==> config.mk <==
export PLATFORM = sky130hd
export DESIGN_NAME = piecewise_linear_sigmoid_q31
export DESIGN_NICKNAME = d
export VERILOG_FILES = /design/src/sv/plsig_pkg.sv /design/src/sv/piecewise_linear_sigmoid_q31.sv /design/src/sv/plsig_band.sv /design/src/sv/plsig_mul.sv /design/src/sv/plsig_out.sv
export VERILOG_INCLUDE_DIRS = /design/src /design/src/sv
export SDC_FILE = /design/constraint.sdc
export NUM_CORES = 2
export LEC_CHECK = 0
export BUFFER_PORTS_ARGS = -buffer_cell sky130_fd_sc_hd__buf_4
export CAP_MARGIN = 20
export CORE_MARGIN = 1.5
export CORE_UTILIZATION = 72
export CTS_CLUSTER_DIAMETER = 100
export DETAILED_ROUTE_END_ITERATION = 8
export MAX_ROUTING_LAYER = met4
export PLACE_DENSITY = 0.9
export SYNTH_ARGS = -nofsm -noshare
export SYNTH_HDL_FRONTEND = slang
export SYNTH_SLANG_ARGS = --single-unit
==> constraint.sdc <==
create_clock -name clk -period 15.15 [get_ports clk]
set_input_delay 3.03 -clock clk [delete_from_list [all_inputs] [get_ports clk]]
set_output_delay 3.03 -clock clk [all_outputs]
set_load 0.05 [all_outputs]
==> src/sv/assert_macros.svh <==
// assertion macros used by the top-level rtl file
`ifndef ASSERT_MACROS_SVH
`define ASSERT_MACROS_SVH

// same-cycle implication, checked out of reset
`define PLSIG_ASSERT_NOW(label, ante, cons) \
  label: assert property (@(posedge clk) disable iff (!rst_n) (ante) |-> (cons)) \
    else $error("plsig assertion failed");

// next-cycle implication, checked out of reset
`define PLSIG_ASSERT_NEXT(label, ante, cons) \
  label: assert property (@(posedge clk) disable iff (!rst_n) (ante) |=> (cons)) \
    else $error("plsig assertion failed");

`endif

==> src/sv/plsig_pkg.sv <==
// constants, band tables and stage control type of the sigmoid pipeline
package plsig_pkg;

  localparam int X_W        = 32;
  localparam int FRAC_BITS  = 27;
  localparam int BAND_COUNT = 16;
  localparam int BAND_W     = $clog2(BAND_COUNT);
  localparam int SLOPE_W    = 29;
  localparam int BIAS_W     = 31;
  localparam int PROD_W     = X_W + SLOPE_W;
  localparam int SHIFT_W    = PROD_W - FRAC_BITS;
  localparam int SUM_W      = SHIFT_W + 2;

  // upper edge of each magnitude band
  localparam logic [X_W-1:0] BAND_EDGE [BAND_COUNT] = '{
    32'd63656107,  32'd111395083, 32'd153816608, 32'd194953701,
    32'd236865036, 32'd281253298, 32'd329433241, 32'd384154475,
    32'd447714743, 32'd515399149, 32'd589016819, 32'd679940425,
    32'd759830874, 32'd862986200, 32'd965402453, 32'd2147483648};

  // slope of each band
  localparam logic [SLOPE_W-1:0] BAND_SLOPE [BAND_COUNT] = '{
    29'd529475578, 29'd482862538, 29'd424212188, 29'd361565531,
    29'd298613704, 29'd238039992, 29'd181912633, 29'd132002182,
    29'd89144402,  29'd56020914,  29'd34019888,  29'd18928477,
    29'd9459126,   29'd5291645,   29'd2204341,   29'd177654};

  // bias for non-negative samples
  localparam logic [BIAS_W-1:0] BIAS_POS [BAND_COUNT] = '{
    31'd1073741824, 31'd1095849221, 31'd1144526551, 31'd1216321063,
    31'd1307759740, 31'd1414659140, 31'd1532274042, 31'd1654777693,
    31'd1777444109, 31'd1887935281, 31'd1972419725, 31'd2038648643,
    31'd2086619912, 31'd2110212774, 31'd2130063364, 31'd2144640936};

  // bias for negative samples
  localparam logic [BIAS_W-1:0] BIAS_NEG [BAND_COUNT] = '{
    31'd1073741824, 31'd1051634427, 31'd1002957097, 31'd931162585,
    31'd839723908,  31'd732824508,  31'd615209606,  31'd492705955,
    31'd370039539,  31'd259548367,  31'd175063923,  31'd108835005,
    31'd60863736,   31'd37270874,   31'd17420284,   31'd2842712};

  // control carried along with each word
  typedef struct packed {
    logic              valid;
    logic              neg;
    logic [BAND_W-1:0] band;
  } plsig_ctl_t;

endpackage

==> src/sv/piecewise_linear_sigmoid_q31.sv <==
// top level of the piecewise linear sigmoid, q4.27 in, q31 out
//
// Usage:
//   A sample is taken on in_x at every rising edge where start is high and
//   busy is low. busy is held low: the pipeline takes one word per cycle,
//   every cycle, with no gaps.
//   The result appears on out_y for exactly one cycle with out_valid high,
//   once the sample has passed the band, multiply and output registers.
//   Words leave in the order they came in.
//   Throughput is one word per cycle. There are three register stages:
//   band search, 29x32 multiply, then scale, bias and clamp.
//   The receiver has no way to hold results off and needs none: the
//   pipeline never stalls, so it must take out_y whenever out_valid is high.
//   A synchronous reset (rst_n low) clears all valid bits; words in flight
//   are dropped and no result is strobed until new samples arrive.
//   There are no configuration registers and no state between words.
`include "assert_macros.svh"

module piecewise_linear_sigmoid_q31 import plsig_pkg::*; (
  input  logic                  clk,
  input  logic                  rst_n,
  input  logic                  start,
  output logic                  busy,
  input  logic signed [X_W-1:0] in_x,
  output logic                  out_valid,
  output logic signed [X_W-1:0] out_y
);

  plsig_ctl_t        s1_ctl;
  plsig_ctl_t        s2_ctl;
  logic [X_W-1:0]    s1_mag;
  logic [PROD_W-1:0] s2_prod;
  logic              in_fire;

  // always ready for a new word
  assign busy    = 1'b0;
  assign in_fire = start && !busy;

  // band search
  plsig_band u_band (
    .clk      (clk),
    .rst_n    (rst_n),
    .in_valid (in_fire),
    .x        (in_x),
    .ctl_o    (s1_ctl),
    .mag_r    (s1_mag)
  );

  // multiply
  plsig_mul u_mul (
    .clk    (clk),
    .rst_n  (rst_n),
    .ctl_i  (s1_ctl),
    .mag_i  (s1_mag),
    .ctl_o  (s2_ctl),
    .prod_r (s2_prod)
  );

  // scale, bias and clamp
  plsig_out u_out (
    .clk     (clk),
    .rst_n   (rst_n),
    .ctl_i   (s2_ctl),
    .prod_i  (s2_prod),
    .valid_r (out_valid),
    .y_r     (out_y)
  );

  // every accepted word reaches the output
  `PLSIG_ASSERT_NOW(a_lat_word, in_fire, ##3 out_valid)
  // no result without an earlier accepted sample
  `PLSIG_ASSERT_NOW(a_lat_none, !in_fire, ##3 !out_valid)
  // valid bits move one stage per cycle
  `PLSIG_ASSERT_NEXT(a_s1_to_s2, s1_ctl.valid, s2_ctl.valid)

endmodule

==> src/sv/plsig_band.sv <==
// stage one: magnitude of the sample and band search
module plsig_band import plsig_pkg::*; (
  input  logic                  clk,
  input  logic                  rst_n,
  input  logic                  in_valid,
  input  logic signed [X_W-1:0] x,
  output plsig_ctl_t            ctl_o,
  output logic [X_W-1:0]        mag_r
);

  logic                  valid_r;
  logic                  neg_r;
  logic [BAND_W-1:0]     band_r;
  logic                  neg_nxt;
  logic [X_W-1:0]        mag_nxt;
  logic [BAND_W-1:0]     band_nxt;
  logic [BAND_COUNT-2:0] hit;

  // absolute value; the most negative sample maps to 2^31 unsigned
  always_comb begin
    neg_nxt = x[X_W-1];
    mag_nxt = neg_nxt ? (~unsigned'(x) + X_W'(1)) : unsigned'(x);
  end

  // compare against all edges but the last at once, then take the first hit; the last band is the default
  always_comb begin
    for (int k = 0; k < BAND_COUNT - 1; k++) begin
      hit[k] = (mag_nxt <= BAND_EDGE[k]);
    end
    band_nxt = BAND_W'(BAND_COUNT - 1);
    for (int k = BAND_COUNT - 2; k >= 0; k--) begin
      if (hit[k]) begin
        band_nxt = BAND_W'(k);
      end
    end
  end

  // valid bit
  always_ff @(posedge clk) begin
    if (!rst_n) begin
      valid_r <= 1'b0;
    end else begin
      valid_r <= in_valid;
    end
  end

  // payload
  always_ff @(posedge clk) begin
    neg_r  <= neg_nxt;
    band_r <= band_nxt;
    mag_r  <= mag_nxt;
  end

  assign ctl_o = '{valid: valid_r, neg: neg_r, band: band_r};

endmodule

==> src/sv/plsig_mul.sv <==
// stage two: slope times magnitude
module plsig_mul import plsig_pkg::*; (
  input  logic              clk,
  input  logic              rst_n,
  input  plsig_ctl_t        ctl_i,
  input  logic [X_W-1:0]    mag_i,
  output plsig_ctl_t        ctl_o,
  output logic [PROD_W-1:0] prod_r
);

  logic              valid_r;
  logic              neg_r;
  logic [BAND_W-1:0] band_r;
  logic [PROD_W-1:0] prod_nxt;

  // unsigned product, below 2^61
  assign prod_nxt = PROD_W'(BAND_SLOPE[ctl_i.band]) * PROD_W'(mag_i);

  // valid bit
  always_ff @(posedge clk) begin
    if (!rst_n) begin
      valid_r <= 1'b0;
    end else begin
      valid_r <= ctl_i.valid;
    end
  end

  // payload
  always_ff @(posedge clk) begin
    neg_r  <= ctl_i.neg;
    band_r <= ctl_i.band;
    prod_r <= prod_nxt;
  end

  assign ctl_o = '{valid: valid_r, neg: neg_r, band: band_r};

endmodule

==> src/sv/plsig_out.sv <==
// stage three: scaling, bias add and saturation
module plsig_out import plsig_pkg::*; (
  input  logic                  clk,
  input  logic                  rst_n,
  input  plsig_ctl_t            ctl_i,
  input  logic [PROD_W-1:0]     prod_i,
  output logic                  valid_r,
  output logic signed [X_W-1:0] y_r
);

  logic [SHIFT_W-1:0]       q_floor;
  logic                     frac_nz;
  logic [SHIFT_W:0]         q_ceil;
  logic [BIAS_W-1:0]        bias;
  logic signed [SUM_W-1:0]  sum;
  logic [SUM_W-X_W:0]       top_bits;
  logic signed [X_W-1:0]    y_nxt;

  // floor for positive products, ceiling for products that get negated
  always_comb begin
    q_floor = prod_i[PROD_W-1:FRAC_BITS];
    frac_nz = |prod_i[FRAC_BITS-1:0];
    q_ceil  = (SHIFT_W+1)'(q_floor) + (SHIFT_W+1)'(frac_nz);
    bias    = ctl_i.neg ? BIAS_NEG[ctl_i.band] : BIAS_POS[ctl_i.band];
  end

  // bias plus signed scaled product
  always_comb begin
    if (ctl_i.neg) begin
      sum = signed'(SUM_W'(bias)) - signed'(SUM_W'(q_ceil));
    end else begin
      sum = signed'(SUM_W'(bias)) + signed'(SUM_W'(q_floor));
    end
  end

  // clamp to signed 32 bits
  always_comb begin
    top_bits = sum[SUM_W-1:X_W-1];
    if (!sum[SUM_W-1] && (|top_bits)) begin
      y_nxt = {1'b0, {(X_W-1){1'b1}}};
    end else if (sum[SUM_W-1] && !(&top_bits)) begin
      y_nxt = {1'b1, {(X_W-1){1'b0}}};
    end else begin
      y_nxt = sum[X_W-1:0];
    end
  end

  // result strobe
  always_ff @(posedge clk) begin
    if (!rst_n) begin
      valid_r <= 1'b0;
    end else begin
      valid_r <= ctl_i.valid;
    end
  end

  // result word
  always_ff @(posedge clk) begin
    y_r <= y_nxt;
  end

endmodule
After elaboration in Yosys (flattened, before gate mapping)
Memories as Yosys holds them, arrays and structs flattened.
Cells that the tools add are included.
{"block": "totals", "register_bits": 138, "latchBits": 0, "ramBits": 0, "romBits": 1456, "inputBits": 35, "out_inout_bits": 34, "wordCells": 75, "n_memories": 3}
{"name": "(no name shown)", "depth": 16, "width": 31, "rd": 1, "rd_ports_with_merged_regs": 0, "write_ports": 0, "line_no": "plsig_out.sv:24", "text": "bias = ctl_i.neg ? BIAS_NEG[ctl_i.band] : BIAS_POS[ctl_i.band];"}
{"name": "(no name shown)", "depth": 16, "width": 31, "rd": 1, "rd_ports_with_merged_regs": 0, "write_ports": 0, "line_no": "plsig_out.sv:24"}
{"name": "(no name shown)", "depth": 16, "width": 29, "rd": 1, "rd_ports_with_merged_regs": 0, "write_ports": 0, "line_no": "plsig_mul.sv:17", "text": "assign prod_nxt = PROD_W'(BAND_SLOPE[ctl_i.band]) * PROD_W'(mag_i);"}
{"block": "op_classes", "addsub": 4, "multipliers": 1, "div": 0, "magnitude_cmp": 17, "n_eq_ne": 0, "shift": 0, "n_mux": 24, "bitwise": 3, "reduce_logical": 10}
{"operator": "32-bit by 29-bit <= comparator with 1-bit output (second input constant)", "count": 5}
{"operator": "32-bit by 30-bit <= comparator with 1-bit output (second input constant)", "count": 5}
{"operator": "31-bit two-way mux", "count": 5}
{"operator": "32-bit by 28-bit <= comparator with 1-bit output (second input constant)", "count": 3}
{"operator": "32-bit two-way mux", "count": 2}
{"operator": "29-bit by 32-bit multiplier with 61-bit output", "count": 1}
{"operator": "29-bit two-way mux", "count": 2}
{"operator": "36-bit two-way mux", "count": 1}
{"operator": "31-bit by 35-bit subtractor with 36-bit output", "count": 1}
{"operator": "31-bit by 34-bit adder with 35-bit output", "count": 1}
{"operator": "34-bit by 1-bit adder with 35-bit output", "count": 1}
{"operator": "32-bit by 1-bit adder with 32-bit output (second input constant)", "count": 1}
{"operator": "32-bit by 26-bit <= comparator with 1-bit output (second input constant)", "count": 1}
{"operator": "32-bit by 27-bit <= comparator with 1-bit output (second input constant)", "count": 1}
{"operator": "32-bit inverter", "count": 1}
{"operator": "27-bit OR reduction", "count": 1}
{"operator": "3-bit two-way mux", "count": 8}
{"operator": "5-bit >= comparator (second input constant)", "count": 2}
{"operator": "4-bit inverter with 5-bit output", "count": 2}
{"operator": "2-bit two-way mux", "count": 4}
{"operator": "8-bit OR reduction", "count": 1}
{"operator": "5-bit AND reduction", "count": 1}
{"operator": "5-bit OR reduction", "count": 1}
{"operator": "4-bit OR reduction", "count": 1}
{"operator": "4 further kinds", "count": 7}

Longest topological paths before layout
{"block": "depth", "depth_word": 18, "ltp_mapped": 36, "mapped_depth_nobuf": 35}

Modules after synthesis
A second synthesis with hierarchy kept.
{"block": "hier_totals", "hier_cells": 5391, "area_unflattened_um2": 44744.2}
{"mod": "plsig_mul", "instances": 1, "cells_each": 3692, "area_per_inst_um2": 32752.7, "seq_area_each_um2": 1341.3}
{"mod": "plsig_out", "instances": 1, "cells_each": 1020, "area_per_inst_um2": 7131.8, "seq_area_each_um2": 660.6}
{"mod": "plsig_band", "instances": 1, "cells_each": 677, "area_per_inst_um2": 4848.4, "seq_area_each_um2": 760.7}
{"mod": "piecewise_linear_sigmoid_q31", "instances": 1, "cells_each": 2, "area_per_inst_um2": 11.3, "seq_area_each_um2": 0.0}

Worst setup path before layout
No wires, ideal clock.
{"block": "synth_path", "path_type": "reg-to-reg", "from": "register u_band.band_r[0]", "to": "register u_mul.prod_r[57]", "setup_ns": 0.125, "t_arrival_ns": 8.568, "t_required_ns": 15.025, "path_slack_ns": 6.458, "path_stages_with_launch": 36, "n_path_buf": 2, "synth_period_minus_slack_ns": 8.692, "cell_sequence": "dfxtp_1 -> inv_1 -> ha_1 -> or2_2 -> clkbuf_1 -> and3_1 -> a21oi_1 -> clkbuf_1 -> nand2_1 -> fa_1 -> inv_1 -> fa_1 -> fa_1 -> inv_1 -> fa_1 -> inv_1 -> fa_1 -> inv_1 -> fa_1 -> inv_1 -> fa_1 -> inv_1 -> fa_1 -> inv_1 -> ha_1 -> nand3_1 -> nor2_1 -> nand4_1 -> o21ai_0 -> a31o_2 -> a41oi_1 -> o21ba_2 -> o21ai_0 -> a31o_2 -> a41oi_1 -> xnor2_1"}
{"block": "synth_via", "elab_chain_cells": 5}
{"element": "start: declaration", "line_no": "plsig_band.sv:13", "text": "logic [BAND_W-1:0] band_r;"}
{"element": "start signal: assignment", "line_no": "plsig_band.sv:50", "text": "band_r <= band_nxt;"}
{"element": "4-bit inverter with 5-bit output (implied by the code)", "line_no": "plsig_mul.sv:17"}
{"element": "memory 16 x 29 bit"}
{"element": "29-bit two-way mux (implied by the code) (2 in series)", "line_no": "plsig_mul.sv:17"}
{"element": "29-bit by 32-bit multiplier with 61-bit output", "line_no": "plsig_mul.sv:17"}
{"element": "via u_mul.prod_nxt[57]", "line_no": "plsig_mul.sv:14", "text": "logic [PROD_W-1:0] prod_nxt;"}
{"element": "end signal: assignment", "line_no": "plsig_mul.sv:32", "text": "prod_r <= prod_nxt;"}
{"element": "end: declaration", "line_no": "plsig_mul.sv:8", "text": "output logic [PROD_W-1:0] prod_r"}
The timed path passes the listed nets, and every way through them passes these cells. The select of a mux whose other input is x is not followed.
A chain may end at the register's enable or synchronous reset.

Final worst setup path
{"block": "layout_path", "from": "register u_band.band_r[1]", "to": "register u_mul.prod_r[57]"}
The elaborated chain is that of the path after synthesis.

==> metrics.txt <==
YS warnings 0; Max Freq 0.103 GHz; minimum clock period 9.69 ns; ys async rst share 0%; WP data required 15.56 ns; grt ovf 0; clock slew seen by the registers of the worst setup and hold paths 0.07 ns; Post-synth EDFFs 0; DRT antenna net count 0; library cells used by synthesis 96; CTS tree built; share of layout cells above drive strength 1 4.91%; gate count after technology mapping 5053; initial core utilization 73.3%; register area share after synthesis 6.50%; final hold violation count 0; Critical path destination u_mul.prod_r[57]; Setup crit start u_band.band_r[1]; Hold Path Class register to register; Critical Path Max Stage Delay 0.59 ns; Die Width 246 um; top post-synthesis cells by area fa_1 38%, ha_1 11%, inv_1 8.7%; r2r worst-path depth 34; Worst Tran Pin Value 1.23 ns; Nets 6128; Vias 35400; RR Endpoint u_mul.prod_r[57]; Buf/Inv on CP 8; Max Cap Violations 0; CP delay by family, top adder cells; Crit-path slowest cell a22oi_2; Slew Limit Fails 0; port bufs 67; htree depth 4; Mapped Nets 6265; vias in the first global route 37400; Remaining DRCs 0; Setup TNS Final 0 ns; Initial DRC Count 3682; CP max FO 22; Worst Path Arrival 10.10 ns; top cell type by total area after synthesis fa_1; # setup viols final 0; hold-fix buffer count after cts 0; P&R area growth vs syn 3.90%; Via density 6.22; Num CTS Buffers 17; DIE AREA 60500 um^2; Final Cycle Share 64.0%; IO Pins 69; HPWL after DPL 89000 um; initial antenna violation count 0; Top FF cell, synth dfxtp_1; Critical R2R Launch u_band.band_r[1]; critical path class register to register; RSZ-0062 raised after global routing false; CTS Buffer Depth 2; Resized Gates After CTS 0; R2R setup slack 5.46 ns; WL/cell 20.9 um; Tot GR Track Use 42.3%; pin count of the biggest net entering global routing 92; area of the core 58000 um^2; TritonRoute pass-1 iters 6; Setup Fix Bufs, Post-CTS 0; status finished, final reports clean; Levels on crit path 34; Avg Inst Size Synth 8.41 um^2; first-pass GRT wire length 193000 um; WL final 119000 um; most used cell, CP fa_1; GP Congestion 0.991; root buf cell clkbuf_16; mapped cell area 42500 um^2; Filler Cell Count 3921; Die Y 246 um; CP endpoint kind register; Clock Latency Late Sink 0.48 ns; Rel. slew slack 17.8%; clk_skew 0.0118 ns; Setup crit start kind register; Site Rows 88; CTS sink count 138; Seq cells post-synth 138; Synth top area share 38.0%
## synth_stat cells (88+ instances only)
library cell  count
a21o_1           88
a21oi_1         186
and2_1          470
clkbuf_1        258
dfxtp_1         138
fa_1            808
ha_1            369
inv_1           985
nand2_1         631
nor2_1          144
o21ai_0         166
xnor2_1          91
## layout make-up
type | count | area [um^2] | share of cell area [%]
antenna | 1 | 2.50 | 0.00567
clock buffer | 18 | 439 | 0.994
clock inverter | 14 | 190 | 0.431
inverter | 996 | 3740 | 8.46
multi-input combinational | 3634 | 35100 | 79.4
sequential | 138 | 2770 | 6.27
tap | 765 | 957 | 2.17
timing repair buffer | 129 | 1010 | 2.29
## kinds of logic after synthesis
kind of cell / after synthesis / share of synthesized area (%)
buffers and inverters: 1281 / 11.4
adders and majority gates: 1177 / 48.9
other: 1 / 0.00882
AOI/OAI and AO/OA: 740 / 11.4
muxes: 16 / 0.418
DFF: 138 / 6.50
and+or+nand+nor: 1554 / 18.2
xor gates and xnor gates: 146 / 3.12
## worst reg2reg max path: cells and delay by family, from the launching register on
family	cells	cell delay, ns
simple gates	5	0.63
fa+ha+maj	10	4.49
flops	1	0.48
xor+xnor	1	0.14
buf+inv	8	1.14
compound gates	10	2.72
## cell usage in the layout, fill, tap and decap left out, types with 8 or more instances in the layout
cell type  count
nand2b_1      34
o21bai_1      21
nor2b_1       21
or3_1         23
mux2i_1        9
a211o_1       10
a31o_2        10
nor3_1        44
fa_1         808
nor4_1        25
or4_1         12
a21oi_1      183
o21a_1        32
dfxtp_1      133
and3_1        20
a31oi_1       29
nand4_1       35
nand2_1      630
o21ai_0      163
o21ai_1       10
buf_4        125
xor2_1        50
nand3_1       58
inv_2          8
a311oi_1      10
a211oi_1      23
a21o_1        88
clkbuf_16     17
inv_1        985
o211ai_1      24
xnor2_1       91
ha_1         369
o31ai_1       22
nor2_1       142
and2_1       470
## worst min-delay path by stage
| stage | slack, ns | from | cells past startpoint | end |
|---|---|---|---|---|
| 2_1_floorplan | 0.31 | u_band.neg_r | 0 | u_mul.neg_r |
| 3_3_place_gp | 0.41 | u_mul.valid_r | 1 | u_out.valid_r |
| 3_5_place_dp | 0.43 | u_band.valid_r | 1 | u_mul.valid_r |
| 4_1_cts | 0.44 | u_band.valid_r | 1 | u_mul.valid_r |
| 5_1_grt | 0.45 | u_band.valid_r | 1 | u_mul.valid_r |
| 6_report | 0.44 | u_band.valid_r | 1 | u_mul.valid_r |
## flip-flops by register name, summed over array words and instances (netlist names)
register / cells
u_out.y_r: 32
u_band.neg_r: 1
u_out.valid_r: 1
u_band.mag_r: 32
u_band.band_r: 4
u_band.valid_r: 1
u_mul.prod_r: 61
u_mul.valid_r: 1
u_mul.neg_r: 1
u_mul.band_r: 4
## routing by layer
layer / up-vias / wire, um / GRT usage (%)
met5: - / 0 / -
met2: 2197 / 54900 / 65.0
met1: 17200 / 42700 / 50.9
met3: 632 / 14300 / 11.6
li1: 15400 / - / -
met4: 0 / 7060 / 22.3
## through the flow
stage                     instances  instance area [um^2]  hold slack, ns  util (%)  worst slack (ns)
after floorplan                5053                 42500           0.310         -              6.46
final                          5695                 44200           0.444      76.1              5.46
after detailed placement       5658                 43500           0.434      74.9              5.54
after global routing           5694                 44200           0.454      76.1              4.89
after CTS                      5690                 44100           0.443      76.0              5.52
after global placement         5658                 43500           0.410      74.9              5.64
Power is not shown: default switching activity piles up to over one toggle a cycle in this logic, so the estimate is an artifact.
